<file path="config.mk">
export PLATFORM = sky130hd
export DESIGN_NAME = i2c_flash_program_frontend_unit
export DESIGN_NICKNAME = d
export VERILOG_FILES = /design/src/hw/rtl/i2cfp_pkg.sv /design/src/hw/rtl/i2cfp_ram.sv /design/src/hw/rtl/i2c_flash_program_frontend_unit.sv
export SDC_FILE = /design/constraint.sdc
export NUM_CORES = 2
export LEC_CHECK = 0
export BUFFER_PORTS_ARGS = -buffer_cell sky130_fd_sc_hd__buf_2
export CAP_MARGIN = 20
export CORE_UTILIZATION = 25
export DETAILED_ROUTE_END_ITERATION = 6
export GPL_TIMING_DRIVEN = 0
export PLACE_DENSITY = 0.44
export SLEW_MARGIN = 20
export SYNTH_ARGS = -nofsm -noshare
export SYNTH_HDL_FRONTEND = slang
export SYNTH_SLANG_ARGS = --single-unit
</file>
<file path="constraint.sdc">
create_clock -name clk -period 10.8 [get_ports clk]
set_clock_uncertainty 0.05 [all_clocks]
set_input_delay 2.7 -clock clk [delete_from_list [all_inputs] [get_ports clk]]
set_output_delay 2.7 -clock clk [all_outputs]
set_load 0.01 [all_outputs]
</file>
<file path="src/hw/rtl/i2cfp_pkg.sv">
// Shared types and constants of the I2C flash-programming front end.
// Holds the event codes, register indexes and the beat structs of both channels.
// No dependencies.
package i2cfp_pkg;

  // bus event codes carried in func
  localparam logic [2:0] FUNC_ADDR_MATCH = 3'd0;
  localparam logic [2:0] FUNC_BYTE_WRITE = 3'd1;
  localparam logic [2:0] FUNC_BYTE_READ  = 3'd2;
  localparam logic [2:0] FUNC_STOP_WRITE = 3'd3;
  localparam logic [2:0] FUNC_STOP_READ  = 3'd4;
  localparam logic [2:0] FUNC_PROGRAM    = 3'd5;
  localparam logic [2:0] FUNC_ERASE_DONE = 3'd6;

  // configuration register indexes
  localparam logic CFG_FLASH_BASE  = 1'b0;
  localparam logic CFG_FLASH_BYTES = 1'b1;

  localparam logic [31:0] FLASH_BASE_RESET  = 32'd8192;
  localparam logic [31:0] FLASH_BYTES_RESET = 32'd253952;

  localparam int unsigned HEADER_BYTES = 4;
  localparam logic [7:0]  ERASE_CODE   = 8'hC7;
  localparam logic [7:0]  PAD_BYTE     = 8'hFF;
  localparam logic [31:0] WORD_MASK    = 32'hFFFF_FFFC;

  typedef struct packed {
    logic [2:0] func;
    logic [7:0] rx_byte;
  } in_beat_t;

  typedef struct packed {
    logic        ack;
    logic        read_from_flash;
    logic [31:0] read_addr;
    logic        word_valid;
    logic [31:0] word_addr;
    logic [31:0] word_data;
    logic        last;
    logic        erase_pending;
    logic        ready_res;
  } out_beat_t;

endpackage

</file>
<file path="src/hw/rtl/i2cfp_ram.sv">
// Generic single-clock RAM: one write port, one read port with registered data.
// Used for the byte store of the front end. No dependencies.
module i2cfp_ram #(
  parameter int WIDTH = 8,
  parameter int DEPTH = 260
) (
  input  logic                     clk,
  input  logic                     we,
  input  logic [$clog2(DEPTH)-1:0] waddr,
  input  logic [WIDTH-1:0]         wdata,
  input  logic                     re,
  input  logic [$clog2(DEPTH)-1:0] raddr,
  output logic [WIDTH-1:0]         rdata
);

  logic [WIDTH-1:0] mem [DEPTH];

  always_ff @(posedge clk) begin
    if (we) begin
      mem[waddr] <= wdata;
    end
    if (re) begin
      rdata <= mem[raddr];
    end
  end

endmodule

</file>
<file path="src/hw/rtl/i2c_flash_program_frontend_unit.sv">
// Top level of the I2C flash-programming front end: event sequencer around the byte store.
// Depends on i2cfp_pkg and i2cfp_ram.
//
//   channel   dir  handshake               payload
//   in        in   in_valid / in_ready     in_data  (in_beat_t)
//   out       out  out_valid / out_ready   out_data (out_beat_t)
//   cfg       in   cfg_we                  cfg_index, cfg_data
//
// One event at a time. A plain event is accepted, decoded and sent as a result beat;
// the last byte of a write header adds a pad state that writes as many pad bytes as
// the low two target address bits give; a stop after a write pads to a word (up to
// three pad bytes) and adds one bounds check. A program event reads the store via its
// single read port, one byte a cycle, pausing while a word beat waits for the output.
// Reset is synchronous; the byte store is not cleared. A stalled result beat holds in
// the output register while the next event is accepted and worked on.
module i2c_flash_program_frontend_unit
  import i2cfp_pkg::*;
#(
  parameter int BUF_BYTES = 260
) (
  input  logic       clk,
  input  logic       rst,
  input  logic       in_valid,
  output logic       in_ready,
  input  in_beat_t   in_data,
  output logic       out_valid,
  input  logic       out_ready,
  output out_beat_t  out_data,
  input  logic       cfg_we,
  input  logic       cfg_index,
  input  logic [31:0] cfg_data
);

  localparam int CNT_W  = $clog2(BUF_BYTES + 1);
  localparam int ADDR_W = $clog2(BUF_BYTES);
  localparam int WRD_W  = CNT_W - 2;
  localparam logic [CNT_W-1:0] BUF_FULL = CNT_W'(BUF_BYTES);
  localparam logic [CNT_W-1:0] HDR_CNT  = CNT_W'(HEADER_BYTES);

  typedef enum logic [2:0] {
    S_IDLE, S_DECODE, S_PAD_HDR, S_PAD_END, S_CHECK, S_FETCH, S_EMIT, S_RESULT
  } state_t;

  state_t            state;
  logic [2:0]        func;
  logic [7:0]        rx;
  logic [7:0]        hdr0, hdr1, hdr2;
  logic [31:0]       flash_base, flash_bytes;
  logic [32:0]       region_end;
  logic [CNT_W-1:0]  byte_count;
  logic [31:0]       flash_cursor;
  logic [CNT_W-1:0]  pending_len;
  logic              erase_flag;
  logic [1:0]        pad_left;
  logic              ack, rff;
  logic [31:0]       raddr;
  logic [WRD_W-1:0]  words_left;
  logic [31:0]       word_base;
  logic [31:0]       word_acc;
  logic [ADDR_W-1:0] rd_ptr;
  logic [2:0]        fetch_cnt;
  logic [1:0]        got_cnt;
  logic              rd_valid;

  logic              ram_we, ram_re;
  logic [ADDR_W-1:0] ram_waddr;
  logic [7:0]        ram_wdata, ram_rdata;

  logic              room;
  logic              slot_free;
  logic [31:0]       offset;
  logic [31:0]       cursor_next;
  logic [CNT_W-1:0]  data_len;
  logic [32:0]       write_end;

  assign in_ready    = (state == S_IDLE);
  assign room        = (byte_count < BUF_FULL);
  assign slot_free   = !out_valid || out_ready;
  assign offset      = {hdr0, hdr1, hdr2, rx};
  assign cursor_next = offset + flash_base;
  assign data_len    = byte_count - HDR_CNT;
  assign write_end   = {1'b0, flash_cursor} + {{(33 - CNT_W){1'b0}}, data_len};

  always_comb begin
    ram_we    = 1'b0;
    ram_waddr = byte_count[ADDR_W-1:0];
    ram_wdata = PAD_BYTE;
    case (state)
      S_DECODE: begin
        if (func == FUNC_BYTE_WRITE && room) begin
          ram_we    = 1'b1;
          ram_wdata = rx;
        end
      end
      S_PAD_HDR: ram_we = (pad_left != 2'd0) && room;
      S_PAD_END: ram_we = (byte_count[1:0] != 2'd0) && room;
      default:   ram_we = 1'b0;
    endcase
  end

  assign ram_re = (state == S_FETCH) && (fetch_cnt != 3'd4);

  i2cfp_ram #(
    .WIDTH(8),
    .DEPTH(BUF_BYTES)
  ) u_store (
    .clk   (clk),
    .we    (ram_we),
    .waddr (ram_waddr),
    .wdata (ram_wdata),
    .re    (ram_re),
    .raddr (rd_ptr),
    .rdata (ram_rdata)
  );

  always_ff @(posedge clk) begin
    if (rst) begin
      state        <= S_IDLE;
      flash_base   <= FLASH_BASE_RESET;
      flash_bytes  <= FLASH_BYTES_RESET;
      region_end   <= {1'b0, FLASH_BASE_RESET} + {1'b0, FLASH_BYTES_RESET};
      byte_count   <= '0;
      flash_cursor <= '0;
      pending_len  <= '0;
      erase_flag   <= 1'b0;
      out_valid    <= 1'b0;
      rd_valid     <= 1'b0;
    end else begin
      region_end <= {1'b0, flash_base} + {1'b0, flash_bytes};
      rd_valid   <= ram_re;
      if (cfg_we) begin
        if (cfg_index == CFG_FLASH_BASE) begin
          flash_base <= cfg_data;
        end else begin
          flash_bytes <= cfg_data;
        end
      end
      // drop a taken beat; the beat states reload the register themselves
      if (out_valid && out_ready && state != S_EMIT && state != S_RESULT) begin
        out_valid <= 1'b0;
      end

      case (state)
        S_IDLE: begin
          if (in_valid) begin
            func  <= in_data.func;
            rx    <= in_data.rx_byte;
            ack   <= 1'b0;
            rff   <= 1'b0;
            raddr <= '0;
            state <= S_DECODE;
          end
        end

        S_DECODE: begin
          state <= S_RESULT;
          case (func)
            FUNC_ADDR_MATCH: ack <= !erase_flag && (pending_len == '0);
            FUNC_BYTE_WRITE: begin
              if (room) begin
                byte_count <= byte_count + 1'b1;
                ack        <= 1'b1;
                case (byte_count)
                  CNT_W'(0): hdr0 <= rx;
                  CNT_W'(1): hdr1 <= rx;
                  CNT_W'(2): hdr2 <= rx;
                  default: ;
                endcase
                // last header byte of a write: range-check and align
                if (byte_count == HDR_CNT - 1'b1 && !hdr0[7]) begin
                  if (offset >= flash_bytes) begin
                    ack <= 1'b0;
                  end else begin
                    flash_cursor <= cursor_next;
                    pad_left     <= cursor_next[1:0];
                    state        <= S_PAD_HDR;
                  end
                end
              end
            end
            FUNC_BYTE_READ: begin
              if ({1'b0, flash_cursor} < region_end) begin
                rff          <= 1'b1;
                raddr        <= flash_cursor;
                flash_cursor <= flash_cursor + 32'd1;
              end
            end
            FUNC_STOP_WRITE: begin
              if (byte_count != '0 && hdr0 == ERASE_CODE) begin
                erase_flag <= 1'b1;
                byte_count <= '0;
              end else if (!hdr0[7] && byte_count > HDR_CNT) begin
                state <= S_PAD_END;
              end else begin
                byte_count <= '0;
              end
            end
            FUNC_STOP_READ: flash_cursor <= flash_cursor - 32'd1;
            FUNC_PROGRAM: begin
              flash_cursor <= flash_cursor + {{(32 - CNT_W){1'b0}}, pending_len};
              pending_len  <= '0;
              word_base    <= flash_cursor & WORD_MASK;
              words_left   <= pending_len[CNT_W-1:2];
              rd_ptr       <= ADDR_W'(HEADER_BYTES);
              fetch_cnt    <= 3'd0;
              got_cnt      <= 2'd0;
              if (pending_len[CNT_W-1:2] != '0) begin
                state <= S_FETCH;
              end
            end
            FUNC_ERASE_DONE: erase_flag <= 1'b0;
            default: ;
          endcase
        end

        S_PAD_HDR: begin
          if (pad_left != 2'd0 && room) begin
            byte_count <= byte_count + 1'b1;
            pad_left   <= pad_left - 2'd1;
          end else begin
            state <= S_RESULT;
          end
        end

        S_PAD_END: begin
          if (byte_count[1:0] != 2'd0 && room) begin
            byte_count <= byte_count + 1'b1;
          end else begin
            state <= S_CHECK;
          end
        end

        S_CHECK: begin
          if (flash_cursor >= flash_base && write_end <= region_end) begin
            pending_len <= data_len;
          end
          byte_count <= '0;
          state      <= S_RESULT;
        end

        S_FETCH: begin
          if (fetch_cnt != 3'd4) begin
            rd_ptr    <= rd_ptr + 1'b1;
            fetch_cnt <= fetch_cnt + 3'd1;
          end
          // bytes arrive low first: shift in from the top
          if (rd_valid) begin
            word_acc <= {ram_rdata, word_acc[31:8]};
            got_cnt  <= got_cnt + 2'd1;
            if (got_cnt == 2'd3) begin
              state <= S_EMIT;
            end
          end
        end

        S_EMIT: begin
          if (slot_free) begin
            out_valid                <= 1'b1;
            out_data.ack             <= 1'b0;
            out_data.read_from_flash <= 1'b0;
            out_data.read_addr       <= '0;
            out_data.word_valid      <= 1'b1;
            out_data.word_addr       <= word_base;
            out_data.word_data       <= word_acc;
            out_data.last            <= (words_left == WRD_W'(1));
            out_data.erase_pending   <= erase_flag;
            out_data.ready_res       <= 1'b1;
            word_base                <= word_base + 32'd4;
            words_left               <= words_left - 1'b1;
            fetch_cnt                <= 3'd0;
            got_cnt                  <= 2'd0;
            state                    <= (words_left == WRD_W'(1)) ? S_IDLE : S_FETCH;
          end
        end

        S_RESULT: begin
          if (slot_free) begin
            out_valid                <= 1'b1;
            out_data.ack             <= ack;
            out_data.read_from_flash <= rff;
            out_data.read_addr       <= raddr;
            out_data.word_valid      <= 1'b0;
            out_data.word_addr       <= '0;
            out_data.word_data       <= '0;
            out_data.last            <= 1'b1;
            out_data.erase_pending   <= erase_flag;
            out_data.ready_res       <= !erase_flag && (pending_len == '0);
            state                    <= S_IDLE;
          end
        end

        default: state <= S_IDLE;
      endcase
    end
  end

endmodule

</file>
After elaboration in Yosys (flattened, before gate mapping)
Memories as Yosys holds them, arrays and structs flattened. A register that Yosys moved wholly into a read port is not among the register bits.
Cells that the tools add are included.
Operators by class
  multiplexer cells: 80
  order comparisons: 6
  multipliers: 0
  reductions and logical operators: 55
  shift-type cells: 0
  add/subtract/negate cells: 14
  bitwise logic cells: 2
  equal/unequal tests: 49
  div/mod/pow operators: 0
Operators with widths (count)
  32-bit two-way mux: 9
  102-bit two-way mux: 2
  102-bit case mux with 2 select lines: 1
  32-bit case mux with 2 select lines: 2
  32-bit case mux with 4 select lines: 1
  9-bit two-way mux: 9
  32-bit >= comparator: 2
  9-bit case mux with 2 select lines: 3
  3-bit two-way mux: 15
  2-bit inequality test, second input constant: 19
  9-bit case mux with 4 select lines: 1
  5-bit AND reduction: 7
  32-bit by 32-bit adder with 33-bit output: 1
  32-bit by 9-bit adder with 33-bit output: 1
  33-bit less-or-equal comparator: 1
  32-bit by 33-bit < comparator with 1-bit output: 1
  32-bit by 1-bit adder with 32-bit output, second input constant: 1
  32-bit by 3-bit adder with 32-bit output, second input constant: 1
  32-bit adder: 1
  32-bit by 9-bit adder with 32-bit output: 1
  32-bit by 1-bit subtractor with 32-bit output, second input constant: 1
  3-bit case mux with 8 select lines: 1
  3-bit == test, second input constant: 7
  9-bit by 1-bit adder with 9-bit output, second input constant: 2
  other kinds (45): 116
Word-level totals
  register bits after elaboration: 411
  word-level logic and storage cells: 241
  ROM bits: 0
  output and inout bits: 104
  memories: 1
  bits in latches: 0
  RAM bits: 2080
Memories
  u_store.mem: words 260, bits a word 8, read ports 1, clocked after memory_dff 1, write ports 1, RTL line i2cfp_ram.sv:16  | logic [WIDTH-1:0] mem [DEPTH];

Depth between registers and ports, before layout
  word-level depth: 6
  mapped depth: 25

Cells and area by module
A second synthesis with hierarchy kept.
Unflattened totals
  cell total of the unflattened synthesis: 6593
  area total of the unflattened synthesis: 106281.9 um^2
Modules (own cells, without submodules)
  i2cfp_ram: instances 1, area an instance 82006.2 um^2, cells each 4068
  i2c_flash_program_frontend_unit: instances 1, area an instance 24275.8 um^2, cells each 2525

Least setup slack after synthesis
Ideal clock, no wire load.
  kind: input -> register
  start: in rst
  end: reg out_data[0] (netlist name) (enable)
  data arrival time: 10557 ps
  setup slack: -509 ps
  data required time: 10048 ps
  cell stages on the path: 4
  setup time: 702 ps
  cells stage by stage: clkbuf_1 clkbuf_1 clkbuf_1 nor3b_1
Between the ends
  longest elaborated chain between the ends: 2
RTL lines
  start: declaration: RTL line i2c_flash_program_frontend_unit.sv:22  | input logic rst,
  1-bit NOT (no source line)
  4-bit AND reduction (no source line)
  end: declaration: RTL line i2c_flash_program_frontend_unit.sv:28  | output out_beat_t out_data,
Every way passes these cells.
A chain may end at the register's enable or synchronous reset.

Final worst setup path
  start: reg byte_count[2]
  end: reg pending_len[6]
Between the ends
  longest elaborated chain between the ends: 6
  elaborated cells between the ends (all ways): 8
RTL lines
  start: declaration: RTL line i2c_flash_program_frontend_unit.sv:50  | logic [CNT_W-1:0] byte_count;
  start signal: assignment: RTL line i2c_flash_program_frontend_unit.sv:161  | byte_count <= byte_count + 1'b1;
  start signal: assignment: RTL line i2c_flash_program_frontend_unit.sv:218  | byte_count <= byte_count + 1'b1;
  start signal: assignment: RTL line i2c_flash_program_frontend_unit.sv:227  | byte_count <= byte_count + 1'b1;
  9-bit by 3-bit subtractor with 9-bit output (*): RTL line i2c_flash_program_frontend_unit.sv:81  | assign data_len = byte_count - HDR_CNT;
  32-bit by 9-bit adder with 33-bit output: RTL line i2c_flash_program_frontend_unit.sv:82  | assign write_end = {1'b0, flash_cursor} + {{(33 - CNT_W){1'b0}}, data_len};
  33-bit less-or-equal comparator: RTL line i2c_flash_program_frontend_unit.sv:234  | if (flash_cursor >= flash_base && write_end <= region_end) begin
  1-bit logical AND: RTL line i2c_flash_program_frontend_unit.sv:234
  2-bit inequality test (no source line)
  3-bit AND reduction (no source line)
  end signal: assignment: RTL line i2c_flash_program_frontend_unit.sv:235  | pending_len <= data_len;
  end: declaration: RTL line i2c_flash_program_frontend_unit.sv:52  | logic [CNT_W-1:0] pending_len;
Mark *: on every way between the ends. The rest lies on a longest branch, timed or not. The select of a mux whose other input is x is not followed.

==> out/metrics.cfg <==
[timing]
setup-tns-final_ps=0
setup_viol=0
worst_hold_slack_ps=387
setup_slack_ps=4180
max_freq_ghz=0.151
period_minus_slack_ps=6620
hold_viol_final=0
grt_setup_unrepaired=false
maxSlewViolCount=0
timing.slew.headroom_pct=14.5
tightest_slew_ps=1270
fin_crit_sh_pct=61.3

[clock_network]
insertion_delay_ps=840
postCtsSetupRepairBufs=0
ctsResizeCount=0
ctsRootBufferMaster=clkbuf_16
clockBufferDepth=4
h-tree-depth=5
numCtsBuffers=280
hold_buffers=0
clock-sinks=2495
cts_tree=built
cts.clk_slew.worst_paths_ps=60

[die]
rows=237
die_w_um=649
core_mm2=0.417
io_pins=153
start_util_pct=25.1
dieHeight_um=649
die_area_mm2=0.421

[route]
wirelength_um=331000
ant_nets=0
routedWlPerCell_um=27.4
drc=0
vias_per_cell=4.72
firstDrtPassIters=7
drt_iter0_drc=5324
vias=57056

[yosys]
yosysSeqAreaShare_pct=70.2
syn_area_per_cell_um2=17.9
postSynthCellCount=5850
ys_warn_count=0
yosys_register_bits=2495
syn_area_mm2=0.105
synth-edff-count=2342
async_reset_ff_share_pct=0
synth_cell_types=71
synth_ff_type=edfxtp_1

[setup_path]
crit_chain=inv_1 > ha_1 > clkbuf_1 > xor2_1 > ha_1 > inv_1 > o21bai_1 > a21oi_1 > o21bai_1 > a21oi_1 > o21bai_1 > nand4_1 > xnor2_1 > ha_1 > a21o_1 > a21o_1 > a21oi_1 > nor2_1 > a2111oi_0 > o211ai_1 > a21oi_1 > buf_1 > mux2i_1
cp_slowest_stage_delay_ps=730
required_ps=11510
critPathKind=register to register
cp-start-kind=register
path_common_cell=a21oi_1
end_kind=register
crit_fanout=9
cp.arrival_ps=7330
crit_slowest_cell=o21bai_1

[pwr]
leakage_nw=41.0
clkPwrFrac_pct=40.0
power_frac_seq_pct=47.8
max-vdd-ir-drop_uv=106
intPower_mw=17.0
swShare_pct=25.4
p_comb_share_pct=12.1
p_per_area_mw_per_mm2=186
p_switching_mw=5.79

[flow_run]
drv_cap=0

[grt]
grt_start_max_net_pins=69
antenna_found_initial=28
gr-usage-met1_pct=21.2
grt_pass1_wl_um=460000
grt_use_met2_pct=25.2
grt.busiest_layer=met2
use_met3_pct=2.36
grt-ovfl-total=0
grt_usage_pct=15.3
grt_pass1_vias=57940

[placed_design]
dpl.hpwl_um=240000
place.gp.congestion=0.827
io_buffers=149
pre_cts_ws_ps=4320

[finish]
nets=6689
nFillCells=41022
syn_to_final_growth_pct=17.5
regArea_mm2=0.0734
multiInputGateArea_mm2=0.0296
layout-drive-gt1-share_pct=22.0

[hold_path]
hold_class=register to register

[outcome]
status=finished, final reports clean

-- kinds of logic after synthesis --
| logic type | Yosys count | share of synthesized area [%] |
|---|---|---|
| flip-flops | 2495 | 70.2 |
| AND/OR/NAND/NOR | 1212 | 5.34 |
| multiplexers | 713 | 15.1 |
| AO/OA/AOI/OAI | 593 | 3.53 |
| buffers and inverters | 437 | 1.63 |
| adder cells (fa/ha/maj) | 251 | 3.03 |
| XOR/XNOR | 148 | 1.24 |
| other | 1 | 0.00359 |
-- layout by cell type (no fill, tap or decap), types with 13 or more instances in the layout --
cell type  netlist  layout
a2111oi_0       13      13
a211oi_1        44      43
a21o_1          60      60
a21oi_1        201     198
a31oi_1         16      16
and2_1         137     137
and3_1          29      29
buf_1           28      16
buf_12           0      21
buf_16           0      33
buf_2           38     197
buf_6            1      41
bufinv_16        0      15
clkbuf_1       217     225
clkbuf_16        0     288
clkbuf_2         0      45
clkinv_1         0      53
clkinv_2         0      32
dfxtp_1        153     153
edfxtp_1      2342    2342
ha_1           247     247
inv_1          151     151
mux2i_1         16      16
mux4_2         688     688
nand2_1        317     310
nand2b_1        37      37
nand3_1         65      65
nand4_1         47      47
nor2_1         453     450
nor2b_1         28      28
nor3_1          35      35
o211ai_1        15      15
o21a_1          25      25
o21ai_0        112     112
o21ai_1         22      22
o21bai_1        17      17
or3_1           15      15
xnor2_1         80      80
xor2_1          68      68
-- path summary, 6_finish.rpt --
kind / from / to / slack, ps / cells past startpoint
hold / removal: word_acc[11] / word_acc[3] / 390 / 0
setup / recovery: byte_count[2] / pending_len[6] / 4180 / 23
setup reg to reg: byte_count[2] / pending_len[6] / 4180 / 23
hold reg to reg: word_acc[11] / word_acc[3] / 390 / 0
-- per-layer routing --
metal / vias up / share of wire, % / wire length, um
met5: - / 0 / 0
met1: 30516 / 45 / 148000
met2: 1721 / 47 / 157000
met4: 0 / 2.5 / 8250
li1: 24411 / - / -
met3: 408 / 5.3 / 17400
-- layout make-up --
cell class	count	share of cell area (%)
tap	5497	5.60
sequential	2495	59.7
clock inverter	123	0.846
clock buffer	347	6.10
inverter	151	0.461
multi-input combinational	2919	24.1
antenna	11	0.0224
buffer	286	0.984
timing repair buffer	256	2.18
-- cell usage after synthesis (11+ instances only) --
cell / count / area share (%)
a311oi_1: 11 / 0.092
mux2i_1: 16 / 0.15
a21o_1: 60 / 0.43
nand2_1: 317 / 1.1
o21ai_0: 112 / 0.54
nor3_1: 35 / 0.17
or2_2: 12 / 0.072
nand2b_1: 37 / 0.22
o21a_1: 25 / 0.18
nand4_1: 47 / 0.28
o21bai_1: 17 / 0.12
edfxtp_1: 2342 / 67
a2111oi_0: 13 / 0.11
dfxtp_1: 153 / 2.9
xor2_1: 68 / 0.57
buf_2: 38 / 0.18
mux4_2: 688 / 15
ha_1: 247 / 3.0
o21ai_1: 22 / 0.11
inv_1: 151 / 0.54
a21oi_1: 201 / 0.96
a211oi_1: 44 / 0.32
buf_1: 28 / 0.10
nor2_1: 453 / 1.6
nor2b_1: 28 / 0.17
xnor2_1: 80 / 0.67
o211ai_1: 15 / 0.11
and3_1: 29 / 0.17
nand3b_1: 11 / 0.079
a31oi_1: 16 / 0.096
or3_1: 15 / 0.090
clkbuf_1: 217 / 0.78
and2_1: 137 / 0.82
nand3_1: 65 / 0.31
-- power groups by stage --
stage | sequential (mW) | clock (mW) | combinational, mW
5_1_grt | 10.9 | 9.67 | 2.96
6_report | 10.9 | 9.13 | 2.77
3_3_place_gp | 11.2 | 0 | 2.63
4_1_cts | 10.9 | 9.33 | 2.79
3_5_place_dp | 11.1 | 0 | 2.78
2_1_floorplan | 11.0 | 0 | 1.58
-- flip-flops by register name (all words and copies together), names as in the netlist, 9 cells and up --
signal,cells
byte_count,9
flash_base,32
flash_bytes,32
flash_cursor,32
out_data,100
pending_len,9
raddr,32
rd_ptr,9
region_end,33
u_store.mem,2080
word_acc,32
word_base,30
-- worst max-delay path, delay by kind of cell, from the launching register on --
family	cells	cell delay, ps
multiplexers	1	250
AND/OR/NAND/NOR	2	490
buffers and inverters	4	1020
adder cells (fa/ha/maj)	3	940
XOR/XNOR	2	460
flip-flops	1	460
AO/OA/AOI/OAI	11	2870
-- per-stage QoR --
| step | util [%] | cells | area, um^2 | power, mW |
|---|---|---|---|---|
| after CTS | 29.5 | 12072 | 123000 | 23.0 |
| after global placement | 26.9 | 11497 | 112000 | 13.8 |
| after floorplan | - | 5851 | 105000 | 12.6 |
| after global routing | 29.5 | 12074 | 123000 | 23.5 |
| final | 29.5 | 12085 | 123000 | 22.8 |
| after detailed placement | 27.4 | 11602 | 114000 | 13.9 |
No activity file was read; power rests on OpenSTA's default activity.
